===== src/hw/rtl/dtq_pkg.sv =====
// ----------------------------------------------------------------------------
// dtq_pkg
// types and codes shared by the timer queue, its timer cells and its ready fifo
// ----------------------------------------------------------------------------
package dtq_pkg;

    localparam int TIME_W  = 16;
    localparam int TAG_W   = 16;
    localparam int COUNT_W = 5;

    typedef enum logic [1:0] {
        OP_INSERT = 2'd0,
        OP_TICK   = 2'd1,
        OP_POP    = 2'd2,
        OP_NONE   = 2'd3
    } op_t;

    typedef enum logic [1:0] {
        STATUS_OK         = 2'd0,
        STATUS_TABLE_FULL = 2'd1,
        STATUS_READY_MT   = 2'd2,
        STATUS_SPARE      = 2'd3
    } status_t;

    // one timer entry: remaining ticks to expiry (absolute) and task tag
    typedef struct packed {
        logic              valid;
        logic [TIME_W-1:0] remain;
        logic [TAG_W-1:0]  tag;
    } cell_state_t;

    // command broadcast to every cell of the row
    typedef struct packed {
        logic              insert;
        logic              dec;
        logic              shift_left;
        logic [TIME_W-1:0] want;
        logic [TAG_W-1:0]  tag;
    } cell_cmd_t;

    typedef struct packed {
        logic empty;
        logic full;
    } fifo_stat_t;

endpackage


===== src/hw/rtl/dtq_cell.sv =====
// ----------------------------------------------------------------------------
// dtq_cell
// one timer slot: holds an entry and trades it with its neighbours
// ----------------------------------------------------------------------------
module dtq_cell (
    input  logic                clk,
    input  logic                rst_n,
    input  dtq_pkg::cell_cmd_t  cmd,
    input  dtq_pkg::cell_state_t left_state,
    input  logic                left_ge,
    input  dtq_pkg::cell_state_t right_state,
    output dtq_pkg::cell_state_t state,
    output logic                ge
);

    logic                       valid_reg;
    logic                       valid_next;
    logic [dtq_pkg::TIME_W-1:0] remain_reg;
    logic [dtq_pkg::TIME_W-1:0] remain_next;
    logic [dtq_pkg::TAG_W-1:0]  tag_reg;
    logic [dtq_pkg::TAG_W-1:0]  tag_next;

    // free slot or an entry expiring no earlier than the new one
    assign ge = !valid_reg || (remain_reg >= cmd.want);

    assign state.valid  = valid_reg;
    assign state.remain = remain_reg;
    assign state.tag    = tag_reg;

    always_comb
    begin
        valid_next  = valid_reg;
        remain_next = remain_reg;
        tag_next    = tag_reg;
        if (cmd.insert)
        begin
            if (left_ge)
            begin
                valid_next  = left_state.valid;
                remain_next = left_state.remain;
                tag_next    = left_state.tag;
            end
            else if (ge)
            begin
                valid_next  = 1'b1;
                remain_next = cmd.want;
                tag_next    = cmd.tag;
            end
        end
        else if (cmd.shift_left)
        begin
            valid_next  = right_state.valid;
            remain_next = right_state.remain;
            tag_next    = right_state.tag;
        end
        else if (cmd.dec && valid_reg)
        begin
            remain_next = remain_reg - 1'b1;
        end
    end

    always_ff @(posedge clk or negedge rst_n)
    begin
        if (!rst_n)
        begin
            valid_reg <= 1'b0;
        end
        else
        begin
            valid_reg <= valid_next;
        end
    end

    always_ff @(posedge clk)
    begin
        remain_reg <= remain_next;
        tag_reg    <= tag_next;
    end

endmodule


===== src/hw/rtl/dtq_ready_fifo.sv =====
// ----------------------------------------------------------------------------
// dtq_ready_fifo
// circular queue of ready task tags, one slot kept free to tell full from empty
// ----------------------------------------------------------------------------
module dtq_ready_fifo #(
    parameter int DEPTH = 16
) (
    input  logic                        clk,
    input  logic                        rst_n,
    input  logic                        push,
    input  logic [dtq_pkg::TAG_W-1:0]   push_tag,
    input  logic                        pop,
    output logic [dtq_pkg::TAG_W-1:0]   rd_tag,
    output dtq_pkg::fifo_stat_t         stat
);

    localparam int PW = (DEPTH > 1) ? $clog2(DEPTH) : 1;
    localparam logic [PW-1:0] LAST = PW'(DEPTH - 1);

    logic [dtq_pkg::TAG_W-1:0] mem [DEPTH];
    logic [dtq_pkg::TAG_W-1:0] rd_tag_reg;
    logic [PW-1:0]             front_reg;
    logic [PW-1:0]             front_next;
    logic [PW-1:0]             rear_reg;
    logic [PW-1:0]             rear_next;
    logic [PW-1:0]             front_inc;
    logic [PW-1:0]             rear_inc;

    assign front_inc = (front_reg == LAST) ? '0 : front_reg + 1'b1;
    assign rear_inc  = (rear_reg == LAST) ? '0 : rear_reg + 1'b1;

    assign stat.empty = (front_reg == rear_reg);
    assign stat.full  = (rear_inc == front_reg);
    assign rd_tag     = rd_tag_reg;

    always_comb
    begin
        front_next = front_reg;
        rear_next  = rear_reg;
        if (pop)
        begin
            front_next = front_inc;
        end
        if (push)
        begin
            rear_next = rear_inc;
        end
    end

    always_ff @(posedge clk or negedge rst_n)
    begin
        if (!rst_n)
        begin
            front_reg <= '0;
            rear_reg  <= '0;
        end
        else
        begin
            front_reg <= front_next;
            rear_reg  <= rear_next;
        end
    end

    // slot ahead of the pointer is the one written / read
    always_ff @(posedge clk)
    begin
        if (push)
        begin
            mem[rear_inc] <= push_tag;
        end
        if (pop)
        begin
            rd_tag_reg <= mem[front_inc];
        end
    end

endmodule


===== src/hw/rtl/delta_timer_queue_with_ready_fifo.sv =====
// ----------------------------------------------------------------------------
// delta_timer_queue_with_ready_fifo
// sorted timer queue in a row of cells feeding a circular fifo of ready tags
// ----------------------------------------------------------------------------
// Each transaction in gives exactly one result transaction out. Timers live in
// a row of TIMER_SLOTS cells sorted by expiry, each cell holding the ticks left
// until its own expiry rather than a delta, which gives the same answers. On
// an insert every cell compares its expiry with the new delay at once, the
// cells from the insertion point shift one place right and the new entry
// drops in ahead of any equal expiry. A tick decrements every entry in its
// accept cycle, then drains expired entries from the head of the row, one per
// cycle, each drain shifting the whole row left by one; at most TIMER_SLOTS
// timers can expire in one tick. Expired tags are written into the ready fifo,
// which holds READY_DEPTH-1 tags; tags that find it full are dropped and
// counted. A pop passes through ST_POPWAIT because the fifo store is read
// through a registered port. The next transaction is taken once the current
// result has moved into the output register, so the output side may stall
// without losing anything. Out of reset the fifo store needs no clearing:
// only written slots are ever read.
// ----------------------------------------------------------------------------
module delta_timer_queue_with_ready_fifo #(
    parameter int TIMER_SLOTS = 16,
    parameter int READY_DEPTH = 16
) (
    input  logic        clk,
    input  logic        rst_n,
    // request side
    input  logic        in_valid,
    output logic        in_stall,
    input  logic [1:0]  op,
    input  logic [15:0] delay,
    input  logic [15:0] task_tag,
    // result side
    output logic        out_valid,
    input  logic        out_stall,
    output logic [1:0]  status,
    output logic        task_valid,
    output logic [15:0] task_out,
    output logic [4:0]  expired_count,
    output logic [4:0]  dropped_count
);

    // sequencer states
    typedef enum logic [2:0] {
        ST_IDLE    = 3'b001,
        ST_DRAIN   = 3'b010,
        ST_POPWAIT = 3'b100
    } state_t;

    localparam logic [dtq_pkg::COUNT_W-1:0] COUNT_MAX = '1;

    state_t state_reg;
    state_t state_next;

    // the row of timer cells
    dtq_pkg::cell_cmd_t   cmd;
    dtq_pkg::cell_state_t cell_st [TIMER_SLOTS];
    logic [TIMER_SLOTS-1:0] cell_ge;
    logic [TIMER_SLOTS-1:0] occ;

    // ready fifo
    logic                 fifo_push;
    logic                 fifo_pop;
    logic [15:0]          fifo_rd_tag;
    dtq_pkg::fifo_stat_t  fifo_stat;

    // result waiting to enter the output register
    logic        res_pend_reg;
    logic        res_pend_next;
    logic [1:0]  res_status_reg;
    logic [1:0]  res_status_next;
    logic        res_valid_reg;
    logic        res_valid_next;
    logic [15:0] res_task_reg;
    logic [15:0] res_task_next;
    logic [4:0]  exp_cnt_reg;
    logic [4:0]  exp_cnt_next;
    logic [4:0]  drop_cnt_reg;
    logic [4:0]  drop_cnt_next;

    // output register
    logic        out_valid_reg;
    logic        out_valid_next;
    logic [1:0]  out_status_reg;
    logic        out_task_valid_reg;
    logic [15:0] out_task_reg;
    logic [4:0]  out_exp_reg;
    logic [4:0]  out_drop_reg;

    logic        accept;
    logic        res_move;
    logic        table_full;
    logic        head_expired;
    logic [15:0] want;

    // ---------------------------------------------------------------- cells
    for (genvar i = 0; i < TIMER_SLOTS; i++)
    begin : g_cell
        dtq_pkg::cell_state_t left_s;
        dtq_pkg::cell_state_t right_s;
        logic                 left_g;

        if (i == 0)
        begin : g_first
            assign left_s = '0;
            assign left_g = 1'b0;
        end
        else
        begin : g_mid
            assign left_s = cell_st[i-1];
            assign left_g = cell_ge[i-1];
        end

        if (i == TIMER_SLOTS - 1)
        begin : g_last
            assign right_s = '0;
        end
        else
        begin : g_inner
            assign right_s = cell_st[i+1];
        end

        dtq_cell u_cell (
            .clk         (clk),
            .rst_n       (rst_n),
            .cmd         (cmd),
            .left_state  (left_s),
            .left_ge     (left_g),
            .right_state (right_s),
            .state       (cell_st[i]),
            .ge          (cell_ge[i])
        );

        assign occ[i] = cell_st[i].valid;
    end

    // ---------------------------------------------------------------- fifo
    dtq_ready_fifo #(
        .DEPTH (READY_DEPTH)
    ) u_fifo (
        .clk      (clk),
        .rst_n    (rst_n),
        .push     (fifo_push),
        .push_tag (cell_st[0].tag),
        .pop      (fifo_pop),
        .rd_tag   (fifo_rd_tag),
        .stat     (fifo_stat)
    );

    // ---------------------------------------------------------------- control
    assign in_stall     = (state_reg != ST_IDLE) || res_pend_reg;
    assign accept       = in_valid && !in_stall;
    assign res_move     = res_pend_reg && (!out_valid_reg || !out_stall);
    assign table_full   = occ[TIMER_SLOTS-1];
    assign head_expired = cell_st[0].valid && (cell_st[0].remain == '0);
    // a zero delay would never fire, so it counts as one tick
    assign want         = (delay == '0) ? 16'd1 : delay;

    always_comb
    begin
        state_next      = state_reg;
        res_pend_next   = res_pend_reg;
        res_status_next = res_status_reg;
        res_valid_next  = res_valid_reg;
        res_task_next   = res_task_reg;
        exp_cnt_next    = exp_cnt_reg;
        drop_cnt_next   = drop_cnt_reg;
        cmd.insert      = 1'b0;
        cmd.dec         = 1'b0;
        cmd.shift_left  = 1'b0;
        cmd.want        = want;
        cmd.tag         = task_tag;
        fifo_push       = 1'b0;
        fifo_pop        = 1'b0;

        if (res_move)
        begin
            res_pend_next = 1'b0;
        end

        case (state_reg)
            ST_IDLE:
            begin
                if (accept)
                begin
                    res_status_next = dtq_pkg::STATUS_OK;
                    res_valid_next  = 1'b0;
                    res_task_next   = '0;
                    exp_cnt_next    = '0;
                    drop_cnt_next   = '0;
                    case (op)
                        dtq_pkg::OP_INSERT:
                        begin
                            res_pend_next = 1'b1;
                            if (table_full)
                            begin
                                res_status_next = dtq_pkg::STATUS_TABLE_FULL;
                            end
                            else
                            begin
                                cmd.insert = 1'b1;
                            end
                        end
                        dtq_pkg::OP_TICK:
                        begin
                            // head only counts down while nonzero
                            cmd.dec    = cell_st[0].valid && (cell_st[0].remain != '0);
                            state_next = ST_DRAIN;
                        end
                        dtq_pkg::OP_POP:
                        begin
                            if (fifo_stat.empty)
                            begin
                                res_status_next = dtq_pkg::STATUS_READY_MT;
                                res_pend_next   = 1'b1;
                            end
                            else
                            begin
                                fifo_pop   = 1'b1;
                                state_next = ST_POPWAIT;
                            end
                        end
                        default:
                        begin
                            res_pend_next = 1'b1;
                        end
                    endcase
                end
            end
            ST_DRAIN:
            begin
                if (head_expired)
                begin
                    cmd.shift_left = 1'b1;
                    if (fifo_stat.full)
                    begin
                        if (drop_cnt_reg != COUNT_MAX)
                        begin
                            drop_cnt_next = drop_cnt_reg + 1'b1;
                        end
                    end
                    else
                    begin
                        fifo_push = 1'b1;
                    end
                    if (exp_cnt_reg != COUNT_MAX)
                    begin
                        exp_cnt_next = exp_cnt_reg + 1'b1;
                    end
                end
                else
                begin
                    res_pend_next = 1'b1;
                    state_next    = ST_IDLE;
                end
            end
            ST_POPWAIT:
            begin
                res_valid_next = 1'b1;
                res_task_next  = fifo_rd_tag;
                res_pend_next  = 1'b1;
                state_next     = ST_IDLE;
            end
            default:
            begin
                state_next = ST_IDLE;
            end
        endcase
    end

    always_ff @(posedge clk or negedge rst_n)
    begin
        if (!rst_n)
        begin
            state_reg    <= ST_IDLE;
            res_pend_reg <= 1'b0;
        end
        else
        begin
            state_reg    <= state_next;
            res_pend_reg <= res_pend_next;
        end
    end

    always_ff @(posedge clk)
    begin
        res_status_reg <= res_status_next;
        res_valid_reg  <= res_valid_next;
        res_task_reg   <= res_task_next;
        exp_cnt_reg    <= exp_cnt_next;
        drop_cnt_reg   <= drop_cnt_next;
    end

    // ---------------------------------------------------------------- output
    always_comb
    begin
        if (res_move)
        begin
            out_valid_next = 1'b1;
        end
        else if (out_stall)
        begin
            out_valid_next = out_valid_reg;
        end
        else
        begin
            out_valid_next = 1'b0;
        end
    end

    always_ff @(posedge clk or negedge rst_n)
    begin
        if (!rst_n)
        begin
            out_valid_reg <= 1'b0;
        end
        else
        begin
            out_valid_reg <= out_valid_next;
        end
    end

    always_ff @(posedge clk)
    begin
        if (res_move)
        begin
            out_status_reg     <= res_status_reg;
            out_task_valid_reg <= res_valid_reg;
            out_task_reg       <= res_task_reg;
            out_exp_reg        <= exp_cnt_reg;
            out_drop_reg       <= drop_cnt_reg;
        end
    end

    assign out_valid     = out_valid_reg;
    assign status        = out_status_reg;
    assign task_valid    = out_task_valid_reg;
    assign task_out      = out_task_reg;
    assign expired_count = out_exp_reg;
    assign dropped_count = out_drop_reg;

    // ---------------------------------------------------------------- checks
    // occupied cells always form an unbroken run from the head
    a_occ_prefix: assert property (@(posedge clk) disable iff (!rst_n)
        (occ & (occ + 1'b1)) == '0)
        else $error("timer cells not packed towards the head");

    // between transactions the head entry has not yet expired
    a_head_live: assert property (@(posedge clk) disable iff (!rst_n)
        (state_reg == ST_IDLE) && occ[0] |-> (cell_st[0].remain != '0))
        else $error("expired entry left at the head of the row");

    // a pending result only exists once the sequencer is back at rest
    a_pend_idle: assert property (@(posedge clk) disable iff (!rst_n)
        res_pend_reg |-> (state_reg == ST_IDLE))
        else $error("result pending while sequencer busy");

    // drops are a subset of expiries
    a_drop_le_exp: assert property (@(posedge clk) disable iff (!rst_n)
        out_valid |-> (dropped_count <= expired_count))
        else $error("more drops than expiries reported");

endmodule


===== config.mk =====
export PLATFORM = sky130hd
export DESIGN_NAME = delta_timer_queue_with_ready_fifo
export DESIGN_NICKNAME = d
export VERILOG_FILES = /design/src/hw/rtl/dtq_pkg.sv /design/src/hw/rtl/dtq_cell.sv /design/src/hw/rtl/dtq_ready_fifo.sv /design/src/hw/rtl/delta_timer_queue_with_ready_fifo.sv
export SDC_FILE = /design/constraint.sdc
export NUM_CORES = 2
export LEC_CHECK = 0
export BUFFER_PORTS_ARGS = -buffer_cell sky130_fd_sc_hd__buf_2
export CAP_MARGIN = 20
export CORE_MARGIN = 4
export CORE_UTILIZATION = 40
export DETAILED_ROUTE_END_ITERATION = 6
export HOLD_SLACK_MARGIN = 0.15
export PLACE_DENSITY_LB_ADDON = 0.05
export SLEW_MARGIN = 20
export SYNTH_ARGS = -nofsm -noshare
export SYNTH_HDL_FRONTEND = slang
export SYNTH_SLANG_ARGS = --single-unit

===== constraint.sdc =====
create_clock -name clk -period 6 [get_ports clk]
set_input_delay 1.2 -clock clk [delete_from_list [all_inputs] [get_ports clk]]
set_output_delay 1.2 -clock clk [all_outputs]
set_load 0.1 [all_outputs]

== Yosys cells after proc, flatten, opt, wreduce, memory -nomap -nowiden ==
Memories as Yosys holds them, arrays and structs flattened. A register that Yosys moved wholly into a read port is not among the register bits.
Cells that the tools add are included.

* Reductions and logical operators: 117
* Magnitude comparators: 16
* Muxes and demuxes: 252
* Add/sub/neg operators: 20
* Equal/unequal tests: 37

{| class="wikitable"
|+ Operator list
! operator !! number
|-
| $mux 16 || 144
|-
| $ge 16x16->1 || 16
|-
| $sub 16x1->16 const B || 16
|-
| $mux 1 || 85
|-
| $reduce_and 2->1 || 34
|-
| $ne 3x1->1 const B || 17
|-
| $reduce_bool 3->1 || 16
|-
| $logic_not 16->1 || 2
|-
| $pmux 16 s2 || 1
|-
| $mux 5 || 6
|-
| $logic_and 1x1->1 || 20
|-
| $pmux 5 s2 || 2
|-
| $logic_not 1->1 || 19
|-
| $logic_or 1x1->1 || 18
|-
| $reduce_bool 16->1 || 1
|-
| $ne 2x2->1 const B || 6
|-
| $pmux 3 s2 || 2
|-
| $add 5x1->5 const B || 2
|-
| $ne 5x5->1 const B || 2
|-
| $mux 3 || 3
|-
| $add 4x1->4 const B || 2
|-
| $eq 4x4->1 || 2
|-
| $eq 4x4->1 const B || 2
|-
| $mux 4 || 2
|-
| other kinds (15) || 22
|}

* Bits in registers: 599
* Memories: 1
* Output and inout port bits: 31
* Logic and storage cells: 506
* Input bits: 38
* Bits in writable memories: 256

{| class="wikitable"
|+ Memory list
! memory !! depth !! width !! read ports !! clocked after memory_dff !! wr ports !! line !! source
|-
| u_fifo.mem || 16 || 16 || 1 || 1 || 1 || dtq_ready_fifo.sv:20 || <nowiki>logic [dtq_pkg::TAG_W-1:0] mem [DEPTH];</nowiki>
|}

== Logic depth before layout (Yosys ltp) ==
* Depth in word-level cells: 10
* Gate-level depth with buffers: 14

== By module ==
A second synthesis with hierarchy kept.

* Cells, all modules: 5294
* Area, all modules: 54700.0 µm²

{| class="wikitable"
|+ Modules (own cells, without submodules)
! module !! area each (µm²) !! times used !! sequential area each (µm²) !! cells each
|-
| dtq_cell (g_cell[0].u_cell ...) || 2536.2 || 11 || 985.9 || 272
|-
| dtq_ready_fifo || 11551.1 || 1 || 8368.0 || 763
|-
| dtq_cell (g_cell[5].u_cell ...) || 2538.7 || 4 || 985.9 || 275
|-
| delta_timer_queue_with_ready_fifo || 2571.2 || 1 || 1868.0 || 166
|-
| dtq_cell (g_cell[9].u_cell) || 2524.9 || 1 || 985.9 || 273
|}

== Least setup slack after synthesis ==
Ideal clock, no wire load.

* Kind: input-to-reg
* Start point: in delay[4]
* End point: reg g_cell[2].u_cell.remain_reg[0] (netlist name), enable pin
* Setup slack: 0.537 ns
* Arrival time: 5.074 ns
* Buffers on the path: 4
* Cell stages on the path: 13
* Library setup time: 0.388 ns
* Cell sequence: clkbuf_1 -> nor4_1 -> a41o_1 -> clkbuf_1 -> ha_1 -> nand2b_1 -> a31oi_1 -> o311a_1 -> o31ai_1 -> clkbuf_1 -> clkbuf_1 -> nor3_1 -> nor2_1

* Word-level cells in the longest chain between the ends: 6
* Elaborated cells on any way between the ends: 8

{| class="wikitable"
|+ Ends and longest elaborated chain
! what !! line !! source
|-
| start: declaration || delta_timer_queue_with_ready_fifo.sv:31 || <nowiki>input logic [15:0] delay,</nowiki>
|-
| $logic_not 16->1 || delta_timer_queue_with_ready_fifo.sv:157 || <nowiki>assign want = (delay == '0) ? 16'd1 : delay;</nowiki>
|-
| $mux 16 (*) || delta_timer_queue_with_ready_fifo.sv:157 ||
|-
| $ge 16x16->1 || dtq_cell.sv:24 || <nowiki>assign ge = !valid_reg || (remain_reg >= cmd.want);</nowiki>
|-
| $logic_or 1x1->1 || dtq_cell.sv:24 ||
|-
| $ne 3x1->1 (no source line) (*) || -- ||
|-
| $reduce_and 2->1 (no source line) (*) || -- ||
|-
| end signal: assignment || dtq_cell.sv:76 || <nowiki>remain_reg <= remain_next;</nowiki>
|-
| end: declaration || dtq_cell.sv:18 || <nowiki>logic [dtq_pkg::TIME_W-1:0] remain_reg;</nowiki>
|}

Mark *: on every way between the ends. The rest lies on a longest branch, timed or not.
A chain may end at the register's enable or synchronous reset.

== Final worst setup path ==
* Start point: in delay[7]
* End point: reg g_cell[6].u_cell.remain_reg[10] (netlist name), enable pin

* Word-level cells in the longest chain between the ends: 6
* Elaborated cells on any way between the ends: 8

{| class="wikitable"
|+ Ends and longest elaborated chain
! what !! line
|-
| $logic_not 16->1 || delta_timer_queue_with_ready_fifo.sv:157
|-
| $mux 16 (*) || delta_timer_queue_with_ready_fifo.sv:157
|-
| $ge 16x16->1 || dtq_cell.sv:24
|-
| $logic_or 1x1->1 || dtq_cell.sv:24
|-
| $ne 3x1->1 (no source line) (*) || --
|-
| $reduce_and 2->1 (no source line) (*) || --
|-
| end signal: assignment || dtq_cell.sv:76
|-
| end: declaration || dtq_cell.sv:18
|}

Marks and branches as above.

==> results.cfg <==
[timing]
setup_viol_count_final = 0
fin_ws_ns = 1.15
final_hold_viol_count = 0
fmax_mhz = 206
period_share_pct = 80.9
finalClockSkew_ns = 0.0421
max-slew-margin-rel_pct = 31.8
whs_ns = 0.411
grt_setup_unrepaired = no
fin_setup_tns_ns = 0
fin_crit_ns = 4.85
worstMarginPinSlew_ns = 1.02
slew_viol_final = 0

[yosys]
synth.top_cell.area_share_pct = 50.8
synth_edf_count = 842
yosysMostFrequentCell = edfxtp_1
ys_types = 69
synth_common_cells = edfxtp_1 (842), nand2_1 (452), mux2i_1 (438), o21ai_0 (321), ha_1 (269)
yosysTopAreaCell = edfxtp_1
synthesis.nets = 4695
synth_async_sr_flop_share_pct = 3.33
synthTopCellsByArea = edfxtp_1 (51%), mux2i_1 (8.8%), ha_1 (6.8%), nand2_1 (3.4%), o21ai_0 (3.2%)
netlist_area_um2 = 49800
avgSynthCellArea_um2 = 11.4
netlist_instances = 4388
seq_area_frac_synth_pct = 52.2
ys_seq_elements = 871
dominantRegCellSynth = edfxtp_1
yosysWarnings = 0

[placed_design]
dp_hpwl_mm = 108
gp_congestion = 0.833
dp.cells = 5943
post-place-ws_ns = 0.563
io_buffers = 68
place_area_um2 = 52500

[status]
status = finished, final reports clean

[grt]
first_global_vias = 34734
grt_start_max_net_pins = 155
track_usage_pct = 23.9
grt_first_pass_wirelength_mm = 237
overflow = 0
antenna_found_initial = 0

[clocking]
hold_buffers = 0
cts_setup_buffers = 0
clkTransAtPathRegs_ns = 0.06
cts_resized = 0
cts_tree = yes
clock_sinks = 871
cts_buffer_depth = 3
h-tree-depth = 3
cts_buffers = 102
cts_root_buffer = clkbuf_16
clk_latency_ns = 0.70

[route]
post_drt_wl_per_cell_um = 26.0
highest_layer = met4
met2_length_mm = 68.6
drc = 0
vias = 35921
ant_nets = 0
first_iter_violations = 3360
wl_met1_mm = 77.0
wl_met3_mm = 9.00
drtPass1Iterations = 6
via_per_inst = 5.86
drt-total-wl_mm = 159

[pwr]
p_int_mw = 12.2
pwr-share-clk_pct = 35.9
vdd_drop_max_v = 0.000214
p_comb_share_pct = 20.7
power.density_nw_per_um2 = 315
p_sw_mw = 5.44
p_leak_nw = 21.6
p_sw_share_pct = 30.9
finalPower_mw = 17.6
p_seq_share_pct = 43.4

[floorplanning]
core.rowCount = 129
start_util_pct = 40.3
die_w_um = 361
die_area_um2 = 130000
ios = 69
die_height_um = 361
core_um2 = 124000

[worst_setup_path]
ff2ff_setup_slack_ns = 1.52
reg2reg_to = u_fifo.mem[2][15]
cp.required_ns = 6.41
cp.arrival_ns = 5.27
criticalPathCategory = in2reg
worstSetupStartpointType = input pin
crit_path_end_kind = flip-flop
cp_max_fo = 19
r2r_start = g_cell[0].u_cell.remain_reg[0]
reg2reg_depth = 9

[finish]
design_area_um2 = 55900
area_delta_synth_final_pct = 12.3
instances_no_fill = 6133
nets = 4717
final_core_util_pct = 45.2
drive_above_1_share_pct = 10.4

[flow_run]
maxCapViolCount = 0

[worst_hold_path]
hp-start = res_valid_reg
hp-class = reg2reg
min_to = task_valid
min_path_cells = 0
per-layer routing:
layer | vias up | global-route usage (%)
li1 | 16760 | -
met1 | 17873 | 36.3
met2 | 1072 | 35.6
met3 | 216 | 3.17
met4 | 0 | 7.23
met5 | - | 0
worst max-delay path, cell delays in order:
cell       delay (ns)
buf_2            0.33
nor4_1           0.34
a41o_2           0.51
buf_4            0.34
ha_1             0.28
inv_1            0.06
a21oi_1          0.07
a2111oi_0        0.48
o41ai_1          0.11
a21o_2           0.44
nor3_1           0.69
nor2_1           0.11
buf_4            0.23
worst max path at each step:
stage,start,endpoint,slack [ns],cells past startpoint
5_1_grt,delay[7],g_cell[6].u_cell.remain_reg[11],1.20,13
3_5_place_dp,delay[7],g_cell[6].u_cell.remain_reg[11],0.56,13
2_1_floorplan,delay[4],g_cell[2].u_cell.remain_reg[0],0.54,13
3_3_place_gp,delay[4],g_cell[6].u_cell.remain_reg[11],0.62,14
6_report,delay[7],g_cell[6].u_cell.remain_reg[10],1.15,13
4_1_cts,delay[7],g_cell[6].u_cell.remain_reg[10],1.30,13
cell type report:
class / count / area, um^2
Fill cell: 11490 / 67700
Inverter: 64 / 245
Clock inverter: 70 / 722
Multi-Input combinational cell: 3147 / 22600
Clock buffer: 119 / 2660
Timing Repair Buffer: 224 / 1660
Sequential cell: 871 / 26000
Antenna cell: 1 / 2.50
Tap cell: 1637 / 2050
power by group through the flow:
stage | Sequential [mW] | Clock (mW) | Combinational, mW
2_1_floorplan | 7.67 | 0 | 2.44
3_3_place_gp | 7.75 | 0 | 3.63
3_5_place_dp | 7.75 | 0 | 3.63
4_1_cts | 7.62 | 6.47 | 3.65
5_1_grt | 7.66 | 6.74 | 3.97
6_report | 7.63 | 6.31 | 3.65
cells by family (layout without fill, tap and decap cells):
logic type	count (synthesis)	count (layout)	share of synthesized area (%)
flops	871	871	52.2
buf+inv	370	477	3.01
mux	486	486	10.8
simple gates	1099	1099	10.2
xor+xnor	220	220	3.87
other cells	0	1	0
compound gates	1073	1073	13.1
fa+ha+maj	269	269	6.76
cell usage in the layout (no fill, tap or decap), types with 36 or more instances in the layout:
cell type and instances:
a211oi_1 56, a21oi_1 158, a22oi_1 189, a31oi_1 36
and2_1 62, buf_2 67, buf_4 145, clkbuf_16 103
edfxtp_1 842, ha_1 268, inv_1 63, mux2i_1 438
mux4_2 42, nand2_1 452, nand3_1 73, nor2_1 205
nor3_1 93, nor4_1 46, o211ai_1 39, o21ai_0 315
o21ai_1 145, xnor2_1 82, xor2_1 136
No activity file was read; power rests on OpenSTA's default activity.
